===== src/rtl/dcpd_pkg.sv =====
// Shared constants, register indexes and beat types for the DC-blocked peak detector.
package dcpd_pkg;

  localparam int MAX_PEAKS   = 8;
  localparam int SAMPLE_BITS = 16;
  localparam int KEY_BITS    = 32;

  localparam int ACC_W      = 32;
  localparam int DIFF_W     = 33;
  localparam int COEFF_W    = 16;
  localparam int THR_W      = 32;
  localparam int PCNT_W     = 4;
  localparam int RANK_W     = 3;
  localparam int CFG_IDX_W  = 2;
  localparam int CFG_DATA_W = 32;

  // count of beats still to send (holds MAX_PEAKS itself), and rank index
  localparam int CNT_W = $clog2(MAX_PEAKS + 1);
  localparam int IDX_W = (MAX_PEAKS > 1) ? $clog2(MAX_PEAKS) : 1;

  localparam logic [CFG_IDX_W-1:0] CFG_FILTER_COEFF   = 2'd0;
  localparam logic [CFG_IDX_W-1:0] CFG_PEAK_THRESHOLD = 2'd1;
  localparam logic [CFG_IDX_W-1:0] CFG_PEAK_COUNT     = 2'd2;

  localparam logic [COEFF_W-1:0] COEFF_RST = 16'd62259;
  localparam logic [THR_W-1:0]   THR_RST   = 32'd0;
  localparam logic [PCNT_W-1:0]  PCNT_RST  = 4'd8;

  typedef struct packed {
    logic                          vld;
    logic [KEY_BITS-1:0]           key;
    logic signed [SAMPLE_BITS-1:0] value;
  } entry_t;

  // one operation on the ranked list: clear, insert one peak, snapshot and clear
  typedef struct packed {
    logic   clr;
    logic   emit;
    entry_t ins;
  } list_op_t;

  typedef struct packed {
    logic                          first;
    logic                          last;
    logic [KEY_BITS-1:0]           key;
    logic signed [SAMPLE_BITS-1:0] x;
    logic signed [ACC_W-1:0]       acc_new;
    logic signed [ACC_W-1:0]       acc_old;
  } s1_t;

endpackage


===== src/rtl/dcpd_filter.sv =====
// Recursive filter stage: acc = x + round(a * acc), saturated to 32 bits.
module dcpd_filter
  import dcpd_pkg::*;
(
  input  logic                          clk,
  input  logic                          rst_n,
  input  logic                          load,
  input  logic signed [SAMPLE_BITS-1:0] x,
  input  logic [KEY_BITS-1:0]           key,
  input  logic                          first,
  input  logic                          last,
  input  logic [COEFF_W-1:0]            coeff,
  output s1_t                           s1_r
);

  localparam int PROD_W = ACC_W + COEFF_W + 1;
  localparam int RND_W  = PROD_W - COEFF_W;
  localparam int SUM_W  = ACC_W + 2;

  logic signed [ACC_W-1:0]  acc_r;
  logic signed [ACC_W-1:0]  acc_old;
  logic signed [ACC_W-1:0]  acc_nxt;
  logic signed [PROD_W-1:0] prod;
  logic signed [PROD_W-1:0] prod_rnd;
  logic signed [RND_W-1:0]  rnd;
  logic signed [SUM_W-1:0]  sum;
  logic                     sat;
  s1_t                      s1_nxt;

  always_comb begin
    acc_old  = first ? ACC_W'(x) : acc_r;
    prod     = PROD_W'(acc_old) * $signed({1'b0, coeff});
    // half rounds up; upper bits of the sum are the floor
    prod_rnd = prod + PROD_W'(32'sd32768);
    rnd      = prod_rnd[PROD_W-1:COEFF_W];
    sum      = SUM_W'(x) + SUM_W'(rnd);
    sat      = (sum[SUM_W-1:ACC_W-1] != {(SUM_W-ACC_W+1){1'b0}}) &&
               (sum[SUM_W-1:ACC_W-1] != {(SUM_W-ACC_W+1){1'b1}});
    acc_nxt  = sat ? {sum[SUM_W-1], {(ACC_W-1){~sum[SUM_W-1]}}} : sum[ACC_W-1:0];

    s1_nxt.first   = first;
    s1_nxt.last    = last;
    s1_nxt.key     = key;
    s1_nxt.x       = x;
    s1_nxt.acc_new = acc_nxt;
    s1_nxt.acc_old = acc_old;
  end

  always_ff @(posedge clk) begin
    if (!rst_n) begin
      acc_r <= '0;
    end else if (load) begin
      acc_r <= acc_nxt;
    end
  end

  always_ff @(posedge clk) begin
    if (load) begin
      s1_r <= s1_nxt;
    end
  end

endmodule


===== src/rtl/dcpd_region.sv =====
// Crossing detector and open-region tracker; issues list operations.
module dcpd_region
  import dcpd_pkg::*;
(
  input  logic                    clk,
  input  logic                    rst_n,
  input  logic                    s1_valid,
  input  s1_t                     s1,
  input  logic signed [THR_W-1:0] thr,
  input  logic                    op_ready,
  output logic                    s1_take,
  output logic                    op_valid_r,
  output list_op_t                op_r
);

  logic signed [DIFF_W-1:0]      prev_diff_r;
  logic                          region_open_r;
  logic [KEY_BITS-1:0]           open_key_r;
  logic signed [SAMPLE_BITS-1:0] open_value_r;
  logic                          pend_r;
  entry_t                        pend_ins_r;

  logic signed [ACC_W-1:0]       acc_new;
  logic signed [ACC_W-1:0]       acc_old;
  logic signed [SAMPLE_BITS-1:0] x;
  logic signed [DIFF_W-1:0]      diff;
  logic signed [DIFF_W-1:0]      prev;
  logic signed [DIFF_W-1:0]      thr_x;
  logic                          ro;
  logic                          ro2;
  logic                          rise;
  logic                          fall;
  logic [KEY_BITS-1:0]           ok;
  logic signed [SAMPLE_BITS-1:0] ov;
  entry_t                        ins_a;
  entry_t                        fin;
  logic                          dbl;
  list_op_t                      new_op;
  list_op_t                      pend_op;

  assign s1_take = op_ready && !pend_r && s1_valid;

  always_comb begin
    acc_new = s1.acc_new;
    acc_old = s1.acc_old;
    x       = s1.x;
    diff    = DIFF_W'(acc_new) - DIFF_W'(acc_old);
    prev    = s1.first ? DIFF_W'(x) : prev_diff_r;
    thr_x   = DIFF_W'(thr);
    ro      = s1.first ? 1'b0 : region_open_r;
    rise    = (prev < thr_x) && (diff > thr_x);
    fall    = (prev > thr_x) && (diff < thr_x);

    ins_a.vld   = (rise || fall) && ro;
    ins_a.key   = open_key_r;
    ins_a.value = open_value_r;

    ro2 = ro;
    ok  = open_key_r;
    ov  = open_value_r;
    if (rise) begin
      ro2 = 1'b1;
      ok  = s1.key;
      ov  = x;
    end else if (fall) begin
      ro2 = 1'b0;
    end
    if (ro2 && (ov < x)) begin
      ok = s1.key;
      ov = x;
    end

    // region still open at frame end
    fin.vld   = s1.last && ro2;
    fin.key   = ok;
    fin.value = ov;

    dbl        = ins_a.vld && fin.vld;
    new_op.clr  = s1.first;
    new_op.emit = s1.last && !dbl;
    new_op.ins  = ins_a.vld ? ins_a : fin;

    pend_op.clr  = 1'b0;
    pend_op.emit = 1'b1;
    pend_op.ins  = pend_ins_r;
  end

  always_ff @(posedge clk) begin
    if (!rst_n) begin
      prev_diff_r   <= '0;
      region_open_r <= 1'b0;
      open_key_r    <= '0;
      open_value_r  <= '0;
      pend_r        <= 1'b0;
      op_valid_r    <= 1'b0;
    end else begin
      if (s1_take) begin
        prev_diff_r   <= diff;
        region_open_r <= ro2 && !s1.last;
        open_key_r    <= ok;
        open_value_r  <= ov;
      end
      if (op_ready) begin
        op_valid_r <= pend_r || s1_valid;
        pend_r     <= pend_r ? 1'b0 : (s1_valid && dbl);
      end
    end
  end

  always_ff @(posedge clk) begin
    if (op_ready && (pend_r || s1_valid)) begin
      op_r <= pend_r ? pend_op : new_op;
    end
    if (s1_take) begin
      pend_ins_r <= fin;
    end
  end

endmodule


===== src/rtl/dcpd_rank_cell.sv =====
// One slot of the ranked peak list; shifts toward its right neighbor on insert.
module dcpd_rank_cell
  import dcpd_pkg::*;
(
  input  logic     clk,
  input  logic     rst_n,
  input  logic     go,
  input  list_op_t op,
  input  entry_t   left,
  input  logic     left_beat,
  output entry_t   own,
  output logic     beat,
  output entry_t   nxt
);

  logic                          vld_r;
  logic [KEY_BITS-1:0]           key_r;
  logic signed [SAMPLE_BITS-1:0] value_r;
  logic signed [SAMPLE_BITS-1:0] ins_value;

  always_comb begin
    own.vld   = vld_r && !op.clr;
    own.key   = key_r;
    own.value = value_r;
    ins_value = op.ins.value;
    // a tie keeps the earlier peak here
    beat      = op.ins.vld && (!own.vld || (value_r < ins_value));
    if (left_beat) begin
      nxt = left;
    end else if (beat) begin
      nxt = op.ins;
    end else begin
      nxt = own;
    end
  end

  always_ff @(posedge clk) begin
    if (!rst_n) begin
      vld_r <= 1'b0;
    end else if (go) begin
      vld_r <= op.emit ? 1'b0 : nxt.vld;
    end
  end

  always_ff @(posedge clk) begin
    if (go) begin
      key_r   <= nxt.key;
      value_r <= nxt.value;
    end
  end

endmodule


===== src/rtl/dc_blocked_peak_detect_topk.sv =====
// Top level of the DC-blocked threshold peak detector with a ranked top-K list.
//
// Input beats carry one sample, its key and frame marks (in_valid / in_stall).
// in_first_of_frame seeds the filter with the sample and clears the list;
// in_last_of_frame closes the frame and starts a burst of ranked result beats
// on the out_ channel, one per rank, out_last_result on the final one.
// Config is written through cfg_we / cfg_index / cfg_data while idle.
//
// Throughput: one sample per cycle while no stall holds it; a frame end that
// inserts both a closed peak and the still-open one issues two list operations
// and holds the input during the second. The filter recursion (one 32x17
// multiply, round, add, saturate) is combinational around its accumulator;
// the sorted insert is a row of cells that all compare against the new peak
// at once and shift right. A last sample passes the filter, list operation
// and snapshot registers before its first result beat, plus a second list
// operation when both peaks go in. The burst of peak_count beats is drained
// from a snapshot row, so the next frame keeps flowing; only a further frame
// end waits for the snapshot to empty, and that wait stalls the input.
// Reset (rst_n low, synchronous) empties the pipeline, the list and the
// snapshot, zeroes the filter and loads the config defaults. A stalled
// result beat holds; back-pressure reaches in_stall through the pipe.
module dc_blocked_peak_detect_topk
  import dcpd_pkg::*;
(
  input  logic                          clk,
  input  logic                          rst_n,

  input  logic                          in_valid,
  output logic                          in_stall,
  input  logic signed [SAMPLE_BITS-1:0] in_sample_value,
  input  logic [KEY_BITS-1:0]           in_sample_key,
  input  logic                          in_first_of_frame,
  input  logic                          in_last_of_frame,

  output logic                          out_valid,
  input  logic                          out_stall,
  output logic                          out_peak_found,
  output logic [KEY_BITS-1:0]           out_peak_key,
  output logic signed [SAMPLE_BITS-1:0] out_peak_value,
  output logic [RANK_W-1:0]             out_peak_rank,
  output logic                          out_last_result,

  input  logic                          cfg_we,
  input  logic [CFG_IDX_W-1:0]          cfg_index,
  input  logic [CFG_DATA_W-1:0]         cfg_data
);

  // config registers
  logic [COEFF_W-1:0]      coeff_r;
  logic signed [THR_W-1:0] thr_r;
  logic [PCNT_W-1:0]       pcnt_r;

  always_ff @(posedge clk) begin
    if (!rst_n) begin
      coeff_r <= COEFF_RST;
      thr_r   <= THR_RST;
      pcnt_r  <= PCNT_RST;
    end else if (cfg_we) begin
      case (cfg_index)
        CFG_FILTER_COEFF:   coeff_r <= cfg_data[COEFF_W-1:0];
        CFG_PEAK_THRESHOLD: thr_r   <= cfg_data[THR_W-1:0];
        CFG_PEAK_COUNT:     pcnt_r  <= cfg_data[PCNT_W-1:0];
        default: ;
      endcase
    end
  end

  // stage 1: filter
  logic in_acc;
  logic s1_valid_r;
  logic s1_take;
  s1_t  s1;

  assign in_stall = s1_valid_r && !s1_take;
  assign in_acc   = in_valid && !in_stall;

  always_ff @(posedge clk) begin
    if (!rst_n) begin
      s1_valid_r <= 1'b0;
    end else if (in_acc) begin
      s1_valid_r <= 1'b1;
    end else if (s1_take) begin
      s1_valid_r <= 1'b0;
    end
  end

  dcpd_filter u_filter (
    .clk   (clk),
    .rst_n (rst_n),
    .load  (in_acc),
    .x     (in_sample_value),
    .key   (in_sample_key),
    .first (in_first_of_frame),
    .last  (in_last_of_frame),
    .coeff (coeff_r),
    .s1_r  (s1)
  );

  // stage 2: crossings and region tracking
  logic     op_valid_r;
  list_op_t op_r;
  logic     op_ready;
  logic     list_go;

  dcpd_region u_region (
    .clk        (clk),
    .rst_n      (rst_n),
    .s1_valid   (s1_valid_r),
    .s1         (s1),
    .thr        (thr_r),
    .op_ready   (op_ready),
    .s1_take    (s1_take),
    .op_valid_r (op_valid_r),
    .op_r       (op_r)
  );

  // stage 3: ranked list, one cell per rank
  logic   [CNT_W-1:0] cnt_r;
  logic   [IDX_W-1:0] idx_r;
  logic               out_acc;
  logic               out_free;
  logic   [CNT_W-1:0] n_emit;
  entry_t             cell_own  [MAX_PEAKS];
  logic               cell_beat [MAX_PEAKS];
  entry_t             cell_nxt  [MAX_PEAKS];
  entry_t             snap_r    [MAX_PEAKS];

  assign out_acc  = out_valid && !out_stall;
  // snapshot row is free now or frees on this beat
  assign out_free = (cnt_r == '0) || ((cnt_r == CNT_W'(1)) && out_acc);
  assign list_go  = op_valid_r && (!op_r.emit || out_free);
  assign op_ready = !op_valid_r || list_go;

  for (genvar i = 0; i < MAX_PEAKS; i++) begin : g_cell
    entry_t left;
    logic   left_beat;
    if (i == 0) begin : g_head
      assign left      = '0;
      assign left_beat = 1'b0;
    end else begin : g_link
      assign left      = cell_own[i-1];
      assign left_beat = cell_beat[i-1];
    end

    dcpd_rank_cell u_cell (
      .clk       (clk),
      .rst_n     (rst_n),
      .go        (list_go),
      .op        (op_r),
      .left      (left),
      .left_beat (left_beat),
      .own       (cell_own[i]),
      .beat      (cell_beat[i]),
      .nxt       (cell_nxt[i])
    );
  end

  // result snapshot: empty ranks read as zero, shifts toward rank 0 per beat
  for (genvar i = 0; i < MAX_PEAKS; i++) begin : g_snap
    entry_t load_val;
    entry_t shift_val;
    assign load_val.vld   = cell_nxt[i].vld;
    assign load_val.key   = cell_nxt[i].vld ? cell_nxt[i].key : '0;
    assign load_val.value = cell_nxt[i].vld ? cell_nxt[i].value : '0;
    if (i == MAX_PEAKS - 1) begin : g_tail
      assign shift_val = '0;
    end else begin : g_mid
      assign shift_val = snap_r[i+1];
    end

    always_ff @(posedge clk) begin
      if (list_go && op_r.emit) begin
        snap_r[i] <= load_val;
      end else if (out_acc) begin
        snap_r[i] <= shift_val;
      end
    end
  end

  // ranks to report: zero counts as one, clipped to the list depth
  always_comb begin
    if (pcnt_r == '0) begin
      n_emit = CNT_W'(1);
    end else if (32'(pcnt_r) > MAX_PEAKS) begin
      n_emit = CNT_W'(MAX_PEAKS);
    end else begin
      n_emit = CNT_W'(pcnt_r);
    end
  end

  always_ff @(posedge clk) begin
    if (!rst_n) begin
      cnt_r <= '0;
      idx_r <= '0;
    end else if (list_go && op_r.emit) begin
      cnt_r <= n_emit;
      idx_r <= '0;
    end else if (out_acc) begin
      cnt_r <= cnt_r - CNT_W'(1);
      idx_r <= idx_r + IDX_W'(1);
    end
  end

  assign out_valid       = (cnt_r != '0);
  assign out_peak_found  = snap_r[0].vld;
  assign out_peak_key    = snap_r[0].key;
  assign out_peak_value  = snap_r[0].value;
  assign out_peak_rank   = RANK_W'(idx_r);
  assign out_last_result = (cnt_r == CNT_W'(1));

endmodule


===== config.mk =====
export PLATFORM = sky130hd
export DESIGN_NAME = dc_blocked_peak_detect_topk
export DESIGN_NICKNAME = d
export VERILOG_FILES = /design/src/rtl/dcpd_pkg.sv /design/src/rtl/dcpd_filter.sv /design/src/rtl/dcpd_region.sv /design/src/rtl/dcpd_rank_cell.sv /design/src/rtl/dc_blocked_peak_detect_topk.sv
export SDC_FILE = /design/constraint.sdc
export NUM_CORES = 2
export LEC_CHECK = 0
export BUFFER_PORTS_ARGS = -buffer_cell sky130_fd_sc_hd__buf_2
export CORE_ASPECT_RATIO = 0.6
export CORE_UTILIZATION = 45
export DETAILED_ROUTE_END_ITERATION = 10
export GPL_ROUTABILITY_DRIVEN = 1
export GPL_TIMING_DRIVEN = 0
export PLACE_DENSITY = 0.69
export SETUP_SLACK_MARGIN = 0.02
export SYNTH_ARGS = -nofsm -noshare
export SYNTH_HDL_FRONTEND = slang
export SYNTH_SLANG_ARGS = --single-unit

===== constraint.sdc =====
create_clock -name clk -period 21.9 [get_ports clk]
set_clock_uncertainty 0.2 [all_clocks]
set_input_delay 2.19 -clock clk [delete_from_list [all_inputs] [get_ports clk]]
set_output_delay 2.19 -clock clk [all_outputs]
set_load 0.01 [all_outputs]

# Yosys cells after proc, flatten, opt, wreduce, memory -nomap -nowiden
# Memories as Yosys holds them, arrays and structs flattened.
# Index checks and enable logic that the tools add are counted.
[op_classes]
addsub = 5
mul = 1
div = 0
magnitude_cmp = 14
eq_ne = 4
n_shift = 0
n_mux = 71
bitwise = 10
reduce_logical = 76
[op_table]
columns = ["cell", "n"]
rows = [
  ["two-way mux 49 bit", 25],
  ["two-way mux 32 bit", 12],
  ["two-way mux 16 bit", 10],
  ["less-than comparator 16 bit", 9],
  ["> comparator 33 x 32 -> 1 bit", 2],
  ["less-than comparator 33 x 32 -> 1 bit", 2],
  ["adder 49 x 17 -> 49 bit (second input constant)", 1],
  ["multiplier 32 x 17 -> 49 bit", 1],
  ["logical AND 1 bit", 35],
  ["adder 16 x 33 -> 34 bit", 1],
  ["two-way mux 33 bit", 1],
  ["subtractor 32 x 32 -> 33 bit", 1],
  ["two-way mux 1 bit", 19],
  ["zero test 1 bit", 17],
  ["two-way mux 4 bit", 4],
  ["logical OR 1 bit", 13],
  ["zero test 4 bit", 2],
  ["bitwise OR 1 bit", 8],
  ["AND reduction 2 bit", 3],
  ["== test 4 x 1 -> 1 bit (second input constant)", 1],
  ["> comparator 4 bit (second input constant)", 1],
  ["nonzero test 2 bit", 2],
  ["nonzero test 4 bit", 1],
  ["subtractor 4 x 1 -> 4 bit (second input constant)", 1],
  ["8 further kinds", 9],
]
[totals]
regBits = 782
latch_bits = 0
ramBits = 392
rom_bits = 0
n_memories = 1
[mem_list]
columns = ["memory", "words", "word_bits", "read_ports", "rd_ports_with_merged_regs", "wr", "line_no", "source"]
rows = [
  ["snap_r", 8, 49, 8, 0, 8, "dc_blocked_peak_detect_topk.sv:126", "entry_t snap_r [MAX_PEAKS];"],
]

# Depth between registers and ports, before layout
[logic_depth]
depth_word = 14
mapped_depth = 40
ltp_nobuf = 35

# By module
# Synthesis repeated with hierarchy kept, for this count alone.
[unflattened]
hier_cells = 8524
area_unflattened_um2 = 84084.4
[modules_own_cells]
columns = ["module", "instances", "cells_per_inst", "area_each_um2"]
rows = [
  ["dcpd_rank_cell", 8, 321, 3255.6],
  ["dcpd_filter", 1, 2654, 25376.8],
  ["dc_blocked_peak_detect_topk", 1, 1862, 19779.0],
  ["dcpd_region", 1, 1440, 12883.6],
]

# Worst setup path after synthesis
# Ideal clock, no wire load.
[synth_path]
path_type = "input-to-reg"
start = "input port out_stall"
end = "register cnt_r[2]"
setup_ns = 0.114
arrival_time_ns = 22.795
path_slack_ns = -1.208
stages = 6
cell_sequence = "o211ai_1 -> and2_1 -> nand2_1 -> nand2b_1 -> o21ai_0 -> nor3_1"
[synth_via]
elab_chain_len = 8
elab_cells_between_ends = 9
[synth_lines]
columns = ["element", "line_no", "source"]
rows = [
  ["start: declaration", "dc_blocked_peak_detect_topk.sv:36", "input logic out_stall,"],
  ["zero test 1 bit (*)", "dc_blocked_peak_detect_topk.sv:128", "assign out_acc = out_valid && !out_stall;"],
  ["logical AND 1 bit (*)", "dc_blocked_peak_detect_topk.sv:128", ""],
  ["logical AND 1 bit (*)", "dc_blocked_peak_detect_topk.sv:130", "assign out_free = (cnt_r == '0) || ((cnt_r == CNT_W'(1)) && out_acc);"],
  ["logical OR 1 bit (*)", "dc_blocked_peak_detect_topk.sv:130", ""],
  ["logical OR 1 bit (*)", "dc_blocked_peak_detect_topk.sv:131", "assign list_go = op_valid_r && (!op_r.emit || out_free);"],
  ["logical AND 1 bit (*)", "dc_blocked_peak_detect_topk.sv:131", ""],
  ["net g_cell[0].u_cell.go", "dcpd_rank_cell.sv:7", "input logic go,"],
  ["logical AND 1 bit (*)", "dc_blocked_peak_detect_topk.sv:195", "end else if (list_go && op_r.emit) begin"],
  ["two-way mux 4 bit / nonzero test 2 bit (equally long branches)", "n/a", ""],
  ["end signal: assignment", "dc_blocked_peak_detect_topk.sv:196", "cnt_r <= n_emit;"],
  ["end signal: assignment", "dc_blocked_peak_detect_topk.sv:199", "cnt_r <= cnt_r - CNT_W'(1);"],
  ["end: declaration", "dc_blocked_peak_detect_topk.sv:118", "logic [CNT_W-1:0] cnt_r;"],
]
# The timed path passes the listed nets; every way through them passes the cells marked *.
# A chain may end at the register's enable or synchronous reset.

# Worst setup path in the final report
[layout_path]
start = "input port in_first_of_frame"
end = "register u_filter.acc_r[6]"
[layout_via]
elab_chain_len = 7
elab_cells_between_ends = 9
[layout_lines]
columns = ["element", "line_no", "source"]
rows = [
  ["start: declaration", "dc_blocked_peak_detect_topk.sv:32", "input logic in_first_of_frame,"],
  ["two-way mux 32 bit (*)", "dcpd_filter.sv:31", "acc_old = first ? ACC_W'(x) : acc_r;"],
  ["net u_filter.acc_old[9]", "dcpd_filter.sv:21", "logic signed [ACC_W-1:0] acc_old;"],
  ["multiplier 32 x 17 -> 49 bit (*)", "dcpd_filter.sv:32", "prod = PROD_W'(acc_old) * $signed({1'b0, coeff});"],
  ["adder 49 x 17 -> 49 bit (*)", "dcpd_filter.sv:34", "prod_rnd = prod + PROD_W'(32'sd32768);"],
  ["adder 16 x 33 -> 34 bit (*)", "dcpd_filter.sv:36", "sum = SUM_W'(x) + SUM_W'(rnd);"],
  ["!= test 3 bit / nonzero test 3 bit (equally long branches)", "dcpd_filter.sv:38, dcpd_filter.sv:37", ""],
  ["logical AND 1 bit", "dcpd_filter.sv:37", "sat = (sum[SUM_W-1:ACC_W-1] != {(SUM_W-ACC_W+1){1'b0}}) &&"],
  ["two-way mux 32 bit (*)", "dcpd_filter.sv:39", "acc_nxt = sat ? {sum[SUM_W-1], {(ACC_W-1){~sum[SUM_W-1]}}} : sum[ACC_W-1:0];"],
  ["end signal: assignment", "dcpd_filter.sv:53", "acc_r <= acc_nxt;"],
  ["end: declaration", "dcpd_filter.sv:20", "logic signed [ACC_W-1:0] acc_r;"],
]
# Marks and branches as above.

==> metrics.cfg <==
[status]
status = finished, violations left
failed_checks = max-capacitance violations, max-slew violations

[critical_path]
max_stage_delay_ns = 0.62
arrival_ns = 14.16
cp_max_fo = 10
required_ns = 22.33
cpMostUsedCell = fa_1
slowest_stage = clkbuf_1
critPathCaptureType = flip-flop
path_class = in2reg
startpoint_type = input port

[clock_network]
clk_latency_ns = 0.78
cts_tree = yes
cts_hold_buffers = 0
cts_setup_buffers = 0
cts_resized = 0
numCtsBuffers = 113
cts.htree.levels = 3
clock_sinks = 1174
clockBufferDepth = 3
cts_root_buffer = clkbuf_16
path_clk_slew_ns = 0.07

[die]
start_util = 0.454
num_io_pins = 144
die_h_um = 325
std_cell_rows = 118
dieWidth_um = 541
core_um2 = 173000
die_area_um2 = 176000

[placed_design]
gp_routability_congestion = 0.995
dp_hpwl_mm = 203
port_buffers = 143
place_area_um2 = 82500

[sta]
setup_viol = 0
max_slew_margin = -0.0126
final_hold_viol_count = 0
worstMarginPinSlew_ns = 1.52
rsz0062_at_grt = false
drv_slew = 7
fin_crit_ns = 13.72
post-route-period-util = 0.627
fmax_ghz = 0.0729

[global_route]
track_usage = 0.292
overflow = 0
grt_antenna_before_repair = 16
grt_pass1_wl_mm = 383
grt_max_degree = 66
first_global_vias = 58000

[synth]
synth.top_cell.area_share = 0.379
synth_cells = 7348
synth_nets = 8344
ys_seq_area_frac = 0.426
ys_seq_elements = 1174
syn_area_um2 = 78400
syn_area_per_cell_um2 = 10.7
synthFlopType = edfxtp_1
synth_top_area_cell = edfxtp_1
ys_warn_count = 0
synthDistinctLibCells = 98
synthTopCellsByCount = edfxtp_1, inv_1, nand2_1, fa_1, nor2_1
synth_edf_count = 990
synth_area_leaders = edfxtp_1, fa_1, ha_1
async_reset_ff_frac = 0
yosysMostFrequentCell = edfxtp_1

[finish]
n_fill_cell = 15400
syn_to_final_growth_pct = 10.0
fin_nets = 8624
drive_gt1_frac = 0.0878
fin_area_um2 = 86200

[routing]
drt_iter0_markers = 8781
via_per_inst = 6.06
avgRoutedWirePerCell_um = 26.0
via_count = 60700
wirelength_mm = 260
ant_nets = 0
drc = 0
firstDrtPassIters = 6

[job]
drv_cap = 1

[min_path]
min-delay-path-class = reg2reg

[stage by stage]
| stage | worst slack (ns) | TNS [ns] | util | std cells | hold WS [ns] |
|---|---|---|---|---|---|
| after floorplan | 3.13 | 0 | - | 7348 | 0.232 |
| after global placement | -6.04 | -2338.84 | 0.474 | 9771 | 0.241 |
| after detailed placement | 7.78 | 0 | 0.477 | 9792 | 0.246 |
| after CTS | 8.57 | 0 | 0.499 | 10000 | 0.255 |
| after global routing | 7.85 | 0 | 0.499 | 10000 | 0.274 |
| final | 8.18 | 0 | 0.499 | 10000 | 0.257 |
[final timing paths]
path	start	endpoint	slack [ns]	cells after the start
hold / removal	u_region.prev_diff_r[15]	u_region.prev_diff_r[15]	0.26	2
setup / recovery	in_first_of_frame	u_filter.acc_r[6]	8.18	38
setup reg to reg	coeff_r[8]	u_filter.acc_r[6]	9.88	34
hold reg to reg	u_region.prev_diff_r[15]	u_region.prev_diff_r[15]	0.26	2
[critical path, delay by kind of cell]
kind                     cells  cell delay [ns]
AO/OA/AOI/OAI               16             4.89
adder cells (fa/ha/maj)      8             3.69
XOR/XNOR                     1             0.15
multiplexers                 1             0.57
buffers and inverters        8             2.03
AND/OR/NAND/NOR              4             0.58
[sequential cells by signal (all words and copies together) (netlist names)]
register                cells
u_region.prev_diff_r       33
g_cell.u_cell.value_r     128
snap_r                    392
g_cell.u_cell.key_r       256
thr_r                      32
u_region.op_valid_r         1
u_region.open_key_r        32
pcnt_r                      4
u_filter.acc_r             32
out_peak_rank               3
s1_valid_r                  1
u_filter.s1_r             114
u_region.op_r              51
u_region.region_open_r      1
coeff_r                    16
u_region.pend_r             1
u_region.open_value_r      16
u_region.pend_ins_r        49
g_cell.u_cell.vld_r         8
cnt_r                       4
[cell type report]
cell class / instances / area [um^2] / area share
flip-flops and latches: 1174 / 33400 / 0.388
diodes: 13 / 32.5 / 0.000377
multi-input cells: 4885 / 40100 / 0.465
plain buffers: 484 / 1900 / 0.0221
well taps: 2280 / 2850 / 0.0331
repair buffers: 165 / 1230 / 0.0142
inverters: 805 / 3020 / 0.0351
clock buffers: 152 / 3100 / 0.0359
clock inverters: 61 / 593 / 0.00688
[placed cells by master, fill, tap and decap left out, types with 12 or more instances in the layout]
master / instances
a21o_1: 116
edfxtp_1: 990
nand2b_1: 81
nor3_1: 129
nand4_1: 36
buf_16: 12
and2_1: 327
dfxtp_1: 184
nand3_1: 87
inv_1: 804
a211oi_1: 15
nor2_1: 417
a221oi_1: 14
nor2b_1: 17
a21oi_1: 325
xor2_1: 31
a22o_1: 241
mux2i_1: 262
clkinv_2: 22
o211ai_1: 207
o21a_1: 20
xnor2_1: 57
clkbuf_16: 116
and3_1: 17
fa_1: 490
ha_1: 417
buf_1: 28
a31oi_1: 55
o21ai_0: 210
mux2_2: 210
nand2_1: 769
buf_2: 187
nor4_1: 49
diode_2: 13
o221a_2: 48
o21ai_1: 55
a311oi_1: 18
clkbuf_1: 433
clkinv_1: 20
[layer usage]
layer  GRT usage  vias to the layer above  wire [um]
met5           0                        -         81
met3       0.112                      325      39900
li1            -                    26200          -
met2       0.366                     3882      96400
met1       0.462                    30200     119000
met4      0.0589                       12       5260
[logic make-up (layout without fill, tap and decap cells)]
group	count (synthesis)	in the layout	synth area share
buffers and inverters	1289	1667	0.0627
AOI/OAI and AO/OA	1429	1429	0.126
other	0	13	0
adders and majority gates	907	907	0.192
and+or+nand+nor	1978	1978	0.117
muxes	483	483	0.0657
DFF	1174	1174	0.426
xor gates and xnor gates	88	88	0.00983
Power is left out: the tool's default activity adds up to more than one toggle a clock period on the data nets, which glitch-free logic cannot reach.
